[config.mk]
export PLATFORM = sky130hd
export DESIGN_NAME = mpf_ram
export DESIGN_NICKNAME = d
export VERILOG_FILES = /design/src/sv/mpf_ram.sv
export SDC_FILE = /design/constraint.sdc
export NUM_CORES = 2
export LEC_CHECK = 0
export BUFFER_PORTS_ARGS = -buffer_cell sky130_fd_sc_hd__clkbuf_2
export CAP_MARGIN = 20
export CORE_MARGIN = 2
export CORE_UTILIZATION = 52
export DETAILED_ROUTE_END_ITERATION = 8
export PLACE_DENSITY = 0.79
export SYNTH_ARGS = -nofsm -noshare
export SYNTH_HDL_FRONTEND = slang
export SYNTH_SLANG_ARGS = --single-unit
export TNS_END_PERCENT = 100
[constraint.sdc]
create_clock -name clk -period 5.9 [get_ports clk]
set_input_delay 0.59 -clock clk [delete_from_list [all_inputs] [get_ports clk]]
set_output_delay 0.59 -clock clk [all_outputs]
set_load 0.01 [all_outputs]
[src/sv/mpf_ram.sv]
// Generic single-write, single-read RAM with registered read data.
`timescale 1ns / 1ps
`default_nettype none

module mpf_ram #(
    parameter int WIDTH = 8,
    parameter int DEPTH = 256,
    localparam int AW = $clog2(DEPTH)
) (
    input  logic             clk,
    input  logic             we,
    input  logic [AW-1:0]    waddr,
    input  logic [WIDTH-1:0] wdata,
    input  logic [AW-1:0]    raddr,
    output logic [WIDTH-1:0] rdata
);

    logic [WIDTH-1:0] mem [DEPTH];

    always_ff @(posedge clk)
    begin
        if (we)
        begin
            mem[waddr] <= wdata;
        end
        rdata <= mem[raddr];
    end

endmodule

`default_nettype wire

==> flow_summary.toml <==
[setup_path]
cp.required_ps = 6560
endpoint_kind = "flip-flop"
reg2reg_depth = 6
worstSetupPathType = "input pin to flip-flop"
arrival_ps = 4290
r2r_slack_ps = 2620
start_kind = "input pin"
reg2reg_to = "rdata[5]"
timing.rr.start = "mem[82][5]"
critPathMaxFanout = 83

[synth]
yosysTopAreaCell = "edfxtp_1"
netlist.area_leader.share_pct = 77.3
synth-async-reset-ratio_pct = 0
ys.flop_type = "edfxtp_1"
ys_ff_latch = 2056
syn_nets = 3759
synth_cells = 3733
syn_avg_cell_area_um2 = 21.3
yosysWarnings = 0
ys_top_cells_by_area = "edfxtp_1 (77%), mux4_2 (13%), mux2i_1 (1.7%)"
syn_area_um2 = 79600
ys_seq_area_share_pct = 77.5
synth_cell_type_count = 55
synth_edf_count = 2048

[clocking]
cts-root-to-sink-buffers = 3
clock_latency_ps = 850
hold_buffers = 0
cts-root-buf = "clkbuf_16"
post_cts_resized = 0
cts_tree = "done"
clk_pin_slew_worst_paths_ps = 60
clock_sinks = 2056
numCtsBuffers = 190
htreeDepth = 4
postCtsSetupBuffers = 0

[floorplanning]
io_pins = 34
initial_core_util_pct = 52.4
rows = 143
core_um2 = 152000
die_y_um = 395
die_w_um = 395
dieArea_um2 = 156000

[power]
power_density_nw_per_um2 = 335
p_leak_nw = 26.8
ir_drop_v = 0.000390

[placement]
hpwl_um = 112000
dp_slack_ps = 1680
gp_congestion = 0.903
portBuffers = 33
place_area_um2 = 81700

[cells_and_area]
most-common-layout-cells = "edfxtp_1 (2048), mux4_2 (454), nor2_1 (279)"
drive_gt1_share_pct = 21.6
design_area_um2 = 87700
area_growth_pct = 10.3
final_common_cell = "edfxtp_1"
nets = 3835

[sta]
period_minus_slack_ps = 3630
drv_slew = 0
worst-slew-pin-transition_ps = 1180
period_share_pct = 61.6
finalSetupViolations = 0
skew_ps = 51.2
finalWorstSetupSlack_ps = 2270
max_freq_mhz = 275
relSlewSlack_pct = 20.7
rsz0062_at_grt = "no"
hold_viol = 0
fin_tns_setup_ps = 0
whs_ps = 277

[min_path]
holdPathStages = 1
min_to = "mem[66][4]"
min_from = "wdata[4]"
worstHoldPathType = "input pin to flip-flop"

[routing]
drt-initial-drc-count = 6449
drt_first_pass_iters = 8
drt_wl_total_um = 194000
via_per_inst = 6.63
ant_nets = 0
wl_per_cell_um = 32.3
drcViolationCount = 0
vias = 39800

[grt]
gr-total-overflow = 0
antenna_found_initial = 9
grt_pass1_vias = 39700
grt_max_degree = 197
grtUsageTotal_pct = 24.9
grt_pass1_wl_um = 281000

[run]
drv_cap = 0

[outcome]
outcome = "complete, no violations"
layout make-up:
cell class / instances / area [µm²]
sequential: 2056 / 61700
fill: 10300 / 64200
timing repair buffer: 117 / 1040
antenna: 8 / 20.0
clock inverter: 120 / 1060
clock buffer: 231 / 4920
multi-input combinational: 1442 / 16500
inverter: 2 / 7.51
tap: 2030 / 2540
state kept, by name, indices dropped and copies added, names as in the netlist:
signal and flops:
mem 2048, rdata 8
power by group:
group / switching [mW] / total [mW] / internal [mW]
clock network: 5.32 / 11.8 / 6.49
logic: 0.954 / 1.42 / 0.468
registers: 0.0329 / 16.1 / 16.1
total: 6.31 / 29.4 / 23.1
stage by stage:
stage	util, %	total power [mW]	instances
6_report	57.8	29.4	6006
5_1_grt	57.7	30.0	5998
4_1_cts	57.7	29.4	5996
3_5_place_dp	53.8	17.8	5645
3_3_place_gp	53.8	17.8	5643
2_1_floorplan	-	17.2	3733
cell usage after synthesis (10+ instances only):
master    number
buf_8         13
a21oi_1       96
buf_4         27
a221oi_1      13
nor4_1        24
mux4_2       454
nand2_1       33
o21ai_0       10
edfxtp_1    2048
buf_2         31
nor2b_1       31
nand3_1       34
nand4_1       10
o211ai_1      10
nor2_1       282
a211oi_1      16
nor3_1        22
o221ai_1      46
o22ai_1       28
clkbuf_1     111
mux2i_1      134
buf_1         22
a22oi_1      133
buf_6         21
layer usage:
| layer | track usage, % | vias to the layer above | share of wire, % |
|---|---|---|---|
| li1 | - | 15800 | - |
| met1 | 33.7 | 20700 | 36 |
| met2 | 39.1 | 2845 | 48 |
| met3 | 6.92 | 484 | 12 |
| met4 | 8.93 | 14 | 4.0 |
| met5 | 0 | - | 0.042 |
worst max path at each step:
stage,startpoint,endpoint,cells past startpoint
after global routing,raddr[1],rdata[5],8
final,raddr[1],rdata[5],8
after floorplan,raddr[0],rdata[2],9
after detailed placement,raddr[2],rdata[7],8
after global placement,raddr[2],rdata[7],8
after CTS,raddr[1],rdata[5],8
critical path: stages:
cell      delay, ps
buf_8           620
buf_4           500
mux4_2          430
a22o_1          270
a221oi_1        710
o32ai_1         210
nor3_1          700
nor4_1          190
cells by family (layout without fill, tap and decap cells):
| kind of cell | count (synthesis) | in the layout | share of synthesized area, % |
|---|---|---|---|
| other cells | 0 | 8 | 0 |
| flops | 2056 | 2056 | 77.5 |
| compound gates | 385 | 385 | 3.42 |
| buf+inv | 235 | 470 | 1.83 |
| mux | 591 | 591 | 14.6 |
| simple gates | 466 | 466 | 2.63 |
No activity file was read; power rests on OpenSTA's default activity.
